--- src/design/bsc_udiv.sv ---
`timescale 1ns / 1ps
// ----------------------------------------------------------------------------
// bsc_udiv
// Pipelined unsigned restoring divider, one quotient bit per stage, with a
// sideband word that travels alongside. Whole pipe advances on i_en.
// ----------------------------------------------------------------------------
module bsc_udiv #(
    parameter int unsigned W  = 32,
    parameter int unsigned SW = 1
) (
    input  logic          i_clk,
    input  logic          i_rst_n,
    input  logic          i_en,
    input  logic          i_valid,
    input  logic [W-1:0]  i_num,
    input  logic [W-1:0]  i_den,
    input  logic [SW-1:0] i_side,
    output logic          o_valid,
    output logic [W-1:0]  o_quo,
    output logic [SW-1:0] o_side
);

    logic [W-1:0]  r_vld;
    logic [W-1:0]  r_rem  [W];
    logic [W-1:0]  r_num  [W];
    logic [W-1:0]  r_den  [W];
    logic [W-1:0]  r_quo  [W];
    logic [SW-1:0] r_side [W];

    logic [W-1:0]  n_rem  [W];
    logic [W-1:0]  n_num  [W];
    logic [W-1:0]  n_quo  [W];

    // one trial subtraction per stage
    always_comb begin
        logic [W:0]   v_trial;
        logic [W-1:0] v_rem;
        logic [W-1:0] v_num;
        logic [W-1:0] v_den;
        logic [W-1:0] v_quo;
        logic         v_ge;
        for (int k = 0; k < W; k++) begin
            if (k == 0) begin
                v_rem = '0;
                v_num = i_num;
                v_den = i_den;
                v_quo = '0;
            end else begin
                v_rem = r_rem[k-1];
                v_num = r_num[k-1];
                v_den = r_den[k-1];
                v_quo = r_quo[k-1];
            end
            v_trial  = {v_rem, v_num[W-1]};
            v_ge     = (v_trial >= {1'b0, v_den});
            n_rem[k] = v_ge ? W'(v_trial - {1'b0, v_den}) : v_trial[W-1:0];
            n_num[k] = {v_num[W-2:0], 1'b0};
            n_quo[k] = {v_quo[W-2:0], v_ge};
        end
    end

    // valid chain
    always_ff @(posedge i_clk) begin
        if (!i_rst_n) begin
            r_vld <= '0;
        end else if (i_en) begin
            r_vld <= {r_vld[W-2:0], i_valid};
        end
    end

    // stage registers
    always_ff @(posedge i_clk) begin
        if (i_en) begin
            for (int k = 0; k < W; k++) begin
                r_rem[k] <= n_rem[k];
                r_num[k] <= n_num[k];
                r_quo[k] <= n_quo[k];
                if (k == 0) begin
                    r_den[k]  <= i_den;
                    r_side[k] <= i_side;
                end else begin
                    r_den[k]  <= r_den[k-1];
                    r_side[k] <= r_side[k-1];
                end
            end
        end
    end

    assign o_valid = r_vld[W-1];
    assign o_quo   = r_quo[W-1];
    assign o_side  = r_side[W-1];

endmodule

--- config.mk ---
export PLATFORM = sky130hd
export DESIGN_NAME = bsc_udiv
export DESIGN_NICKNAME = d
export VERILOG_FILES = /design/src/design/bsc_udiv.sv
export SDC_FILE = /design/constraint.sdc
export NUM_CORES = 2
export LEC_CHECK = 0
export BUFFER_PORTS_ARGS = -buffer_cell sky130_fd_sc_hd__buf_4
export CAP_MARGIN = 20
export CORE_MARGIN = 2
export CORE_UTILIZATION = 50
export CTS_CLUSTER_SIZE = 28
export DETAILED_ROUTE_END_ITERATION = 6
export PLACE_DENSITY = 0.65
export SLEW_MARGIN = 10
export SYNTH_ARGS = -nofsm -noshare
export SYNTH_HDL_FRONTEND = slang
export SYNTH_MEMORY_MAX_BITS = 65536
export SYNTH_SLANG_ARGS = --single-unit
--- constraint.sdc ---
create_clock -name i_clk -period 3.95 [get_ports i_clk]
set_input_delay 1.185 -clock i_clk [delete_from_list [all_inputs] [get_ports i_clk]]
set_output_delay 1.185 -clock i_clk [all_outputs]
set_load 0.1 [all_outputs]
# Word-level counts from Yosys, hierarchy flattened
# Memory sizes are Yosys's and may differ from the RTL's.
# Cells that the tools add are included.
[classes]
add_sub_neg = 32
magnitude_cmp = 32
n_mux = 34
[op_table]
columns = ["cell", "n"]
rows = [
  ["32-bit two-way mux", 32],
  ["33-bit by 32-bit >= comparator with 1-bit output", 31],
  ["32-bit subtractor", 31],
  ["1-bit by 32-bit >= comparator with 1-bit output", 1],
  ["1-bit by 32-bit subtractor with 32-bit output", 1],
  ["1-bit two-way mux", 2],
]
[word_totals]
ff_bits = 32
ram_bits = 4096
input_bits = 69
wordCells = 104
n_memories = 5
[mem_list]
columns = ["memory", "words", "word_bits", "rd", "rd_ports_with_merged_regs", "write_ports", "line", "rtl"]
rows = [
  ["r_den", 32, 32, 31, 0, 32, "26", "logic [W-1:0] r_den [W];"],
  ["r_quo", 32, 32, 32, 0, 32, "27", "logic [W-1:0] r_quo [W];"],
  ["r_rem", 32, 32, 31, 0, 32, "24", "logic [W-1:0] r_rem [W];"],
  ["r_num", 32, 31, 31, 0, 32, "25", "logic [W-1:0] r_num [W];"],
  ["r_side", 32, 1, 32, 0, 32, "28", "logic [SW-1:0] r_side [W];"],
]

# Depth between registers and ports, before layout
# An unclocked memory read counts as a cell.
[logic_depth]
depth_word = 3
mapped_depth = 16
ltp_nobuf = 14

# Worst setup path before layout
# No wires, ideal clock.
[synth_path]
kind = "register to register"
startpoint = "memory r_rem[9][9] (netlist: r_rem[0][297])"
endpoint = "memory r_rem[10][3] (netlist: r_rem[0][323]) (data pin)"
setup_time_ns = 0.262
arrival_ns = 3.377
required_ns = 3.688
path_slack_ns = 0.311
path_stages_with_launch = 14
path_buffers = 2
period_less_slack_ns = 3.639
path_cell_list = "edfxtp_1 ha_1 buf_6 a21o_1 a21o_1 a221o_1 a221o_1 o31ai_2 o31a_1 a21boi_1 o21ai_1 a211oi_4 buf_4 mux2_1"
[synth_lines]
columns = ["item", "line"]
rows = [
  ["start, declared", "24"],
]

==> reports/summary.txt <==
Setup Crit Path Kind - register to register
Die H - 564 um
clock tree buffer depth - 4
post-route setup slack - 109 ps
via count of the routed design - 102000
Unique masters post-synth - 91
vias in the first global route - 98800
Initial Util - 0.502
hold_buf cts - 0
RSZ-0062 raised after global routing - true
dominant synthesized flop cell - edfxtp_1
Max Cap Viol - 0
Iteration-0 DRC Markers - 9548
CP top delay family - compound AO/OA/AOI/OAI gates
CTS clk-pin slew, worst paths - 60 ps
Nets - 14700
Comb power frac - 0.441
Tmin final - 3840 ps
CTS tree - built
CP peak stage delay - 420 ps
PortBufs - 102
count leader, synth - edfxtp_1
first-pass GRT wire length - 562000 um
pin count of the biggest net entering global routing - 118
Synth Instances - 13000
Max Slew Vio Count - 0
GR Util All Layers - 0.223
Cell Int Power - 93.2 mW
layout cells sized above 1 - 0.116
worst min path class - register to register
H-tree levels - 5
width of the die - 564 um
fin cells - 18000
clk_lat worst skew - 940 ps
Clock Skew - 55.4 ps
Worst setup SP type - register
Worst Tran Pin Value - 1040 ps
Fin. Hold Viols - 0
Peak VDD IR - 425 uV
Final Cycle Share - 0.972
Final Wtd Congestion - 0.966
dominant cell type by area after synthesis - edfxtp_1
DRC - 0
WP data arrival - 4500 ps
largest cells by area after synthesis - edfxtp_1, ha_1, a21oi_1, inv_1, o21ai_0
num ports - 103
Top cell by count, worst path - a21oi_1
dpl cell area - 166000 sq um
Peak Freq - 260 MHz
DP Worst Slack - -253 ps
final wirelength - 365000 um
drt wl/cell - 20.3 um
Switching Share - 0.368
clock share of power - 0.213
Crit path buffers/inverters - 1
CP max-delay cell - fa_1
status - finished, final reports clean
Syn Nets - 14100
sequential area share after synthesis - 0.587
Avg Cell Area, Syn - 12.0 sq um
Clock Tree Root - clkbuf_16
initial antenna violation count - 8
top cells by count, synth - edfxtp_1, inv_1, a21oi_1
Critical Path Sink Type - register
synth warn - 0
placed insts - 17400
worst path required time - 4610 ps
PwrDens - 830 nW/um^2
Layout area overhead - 13.4%
flop2flop setup slack - 110 ps
Psw - 54.2 mW
clk sink count - 3072
Worst slew margin - 0.303
DP Wirelength - 270000 um
Seq cells post-synth - 3072
final setup vio count - 0
Via density - 5.68
Mapped Area - 157000 sq um
Reg power frac - 0.347
TritonCTS buffer count - 337
post-route ant nets - 0
Yosys top cell area share - 0.583
async set or reset register ratio after synthesis - 0
crit-path max FO - 3
worst path cell trace - ha_1 -> fa_1 -> nor2b_1 -> o2111ai_1 -> and3_1 -> o41a_1 -> o21ai_1 -> a21oi_1 -> o21ai_0 -> buf_4 -> a221o_1 -> a21oi_1 -> xnor2_1 -> mux2_2
FP Rows - 205
Congestion Overflow GR - 0
number of synthesized flops with an enable pin - 3040
leakage power total - 71.3 nW
DRT Pass-1 Iters - 7
DIE AREA - 318000 sq um
Core Util, Final - 0.570
Placeable Area - 312000 sq um
Final Cell Area - 178000 sq um
area by class of cell:
| type | instances | area (sq um) |
|---|---|---|
| diodes | 1 | 2.50 |
| clock buffers | 391 | 8680 |
| clock inverters | 219 | 2380 |
| fillers | 25600 | 134000 |
| inverters | 1229 | 4610 |
| multi-input cells | 8363 | 59200 |
| flip-flops and latches | 3072 | 91900 |
| well taps | 4140 | 5180 |
| repair buffers | 619 | 5510 |
cells by family after synthesis:
| group | count (synthesis) | share of synthesized area |
|---|---|---|
| compound gates | 3385 | 0.134 |
| flops | 3072 | 0.587 |
| simple gates | 2713 | 0.0809 |
| buf+inv | 1596 | 0.0388 |
| fa+ha+maj | 1024 | 0.0833 |
| xor+xnor | 814 | 0.0455 |
| mux | 426 | 0.0301 |
power groups by stage:
stage                     Clock, mW  Combinational [mW]  Sequential (mW)
after global placement            0                61.5             51.8
after floorplan                   0                45.7             49.4
after detailed placement          0                62.7             51.8
final                          31.4                64.9             51.1
after global routing           33.6                71.5             51.7
after CTS                      32.3                63.3             51.2
path summary, 6_finish.rpt:
kind                                               from                 endpoint  cells after the start
worst max-delay path             r_den[0][64]$_DFFE_PP_  r_rem[0][124]$_DFFE_PP_                     14
worst min-delay path            r_quo[1][141]$_DFFE_PP_  r_quo[1][174]$_DFFE_PP_                      0
worst max register to register   r_den[0][64]$_DFFE_PP_  r_rem[0][124]$_DFFE_PP_                     14
worst min register to register  r_quo[1][141]$_DFFE_PP_  r_quo[1][174]$_DFFE_PP_                      0
layer usage:
| layer | GRT usage | share of wire | vias to the layer above |
|---|---|---|---|
| met5 | 0 | 0 | - |
| met4 | 0.0562 | 0.023 | 0 |
| met3 | 0.0328 | 0.061 | 536 |
| met2 | 0.345 | 0.45 | 2904 |
| met1 | 0.330 | 0.47 | 49700 |
| li1 | - | - | 49200 |
worst register-to-register path: cells and delay by family (launching register included):
kind,cells,cell delay (ps)
AO/OA/AOI/OAI,7,1530
adder cells (fa/ha/maj),2,670
flip-flops,1,400
AND/OR/NAND/NOR,2,400
multiplexers,1,270
buffers and inverters,1,170
XOR/XNOR,1,140
through the flow:
step           hold slack [ps]  total power, mW  TNS (ps)
2_1_floorplan              400             95.1         0
3_3_place_gp               400              113    -12410
3_5_place_dp               405              114     -3020
4_1_cts                    344              147         0
5_1_grt                    382              157      -215
6_report                   392              147         0
cells in the final DEF (no fill, tap or decap), drive strengths merged, types with 179 or more instances in the layout:
cell type | synthesis | final
clkbuf | 306 | 397
nand3 | 211 | 211
inv | 1229 | 1247
a21oi | 1087 | 1088
xor2 | 343 | 343
xnor2 | 471 | 471
ha | 994 | 994
edfxtp | 3040 | 3040
nand2 | 895 | 895
o21ai | 843 | 843
nor2 | 701 | 701
mux2 | 364 | 364
a21o | 528 | 528
nor2b | 179 | 179
buf | 61 | 613
flip-flops by register name, indices dropped and copies added, names as in the netlist:
signal and count:
r_den 992, r_rem 992, r_quo 528, r_num 496
r_side 32, r_vld 32
what timing repair did:
action / CTS / global route
gates resized for setup: 9 / 86
setup endpoints to repair: 85 / 541
gates cloned: 1 / 7
setup buffers: 4 / 13
pin swaps: 3 / 25
Note: power is estimated with default switching activity, not from simulation.
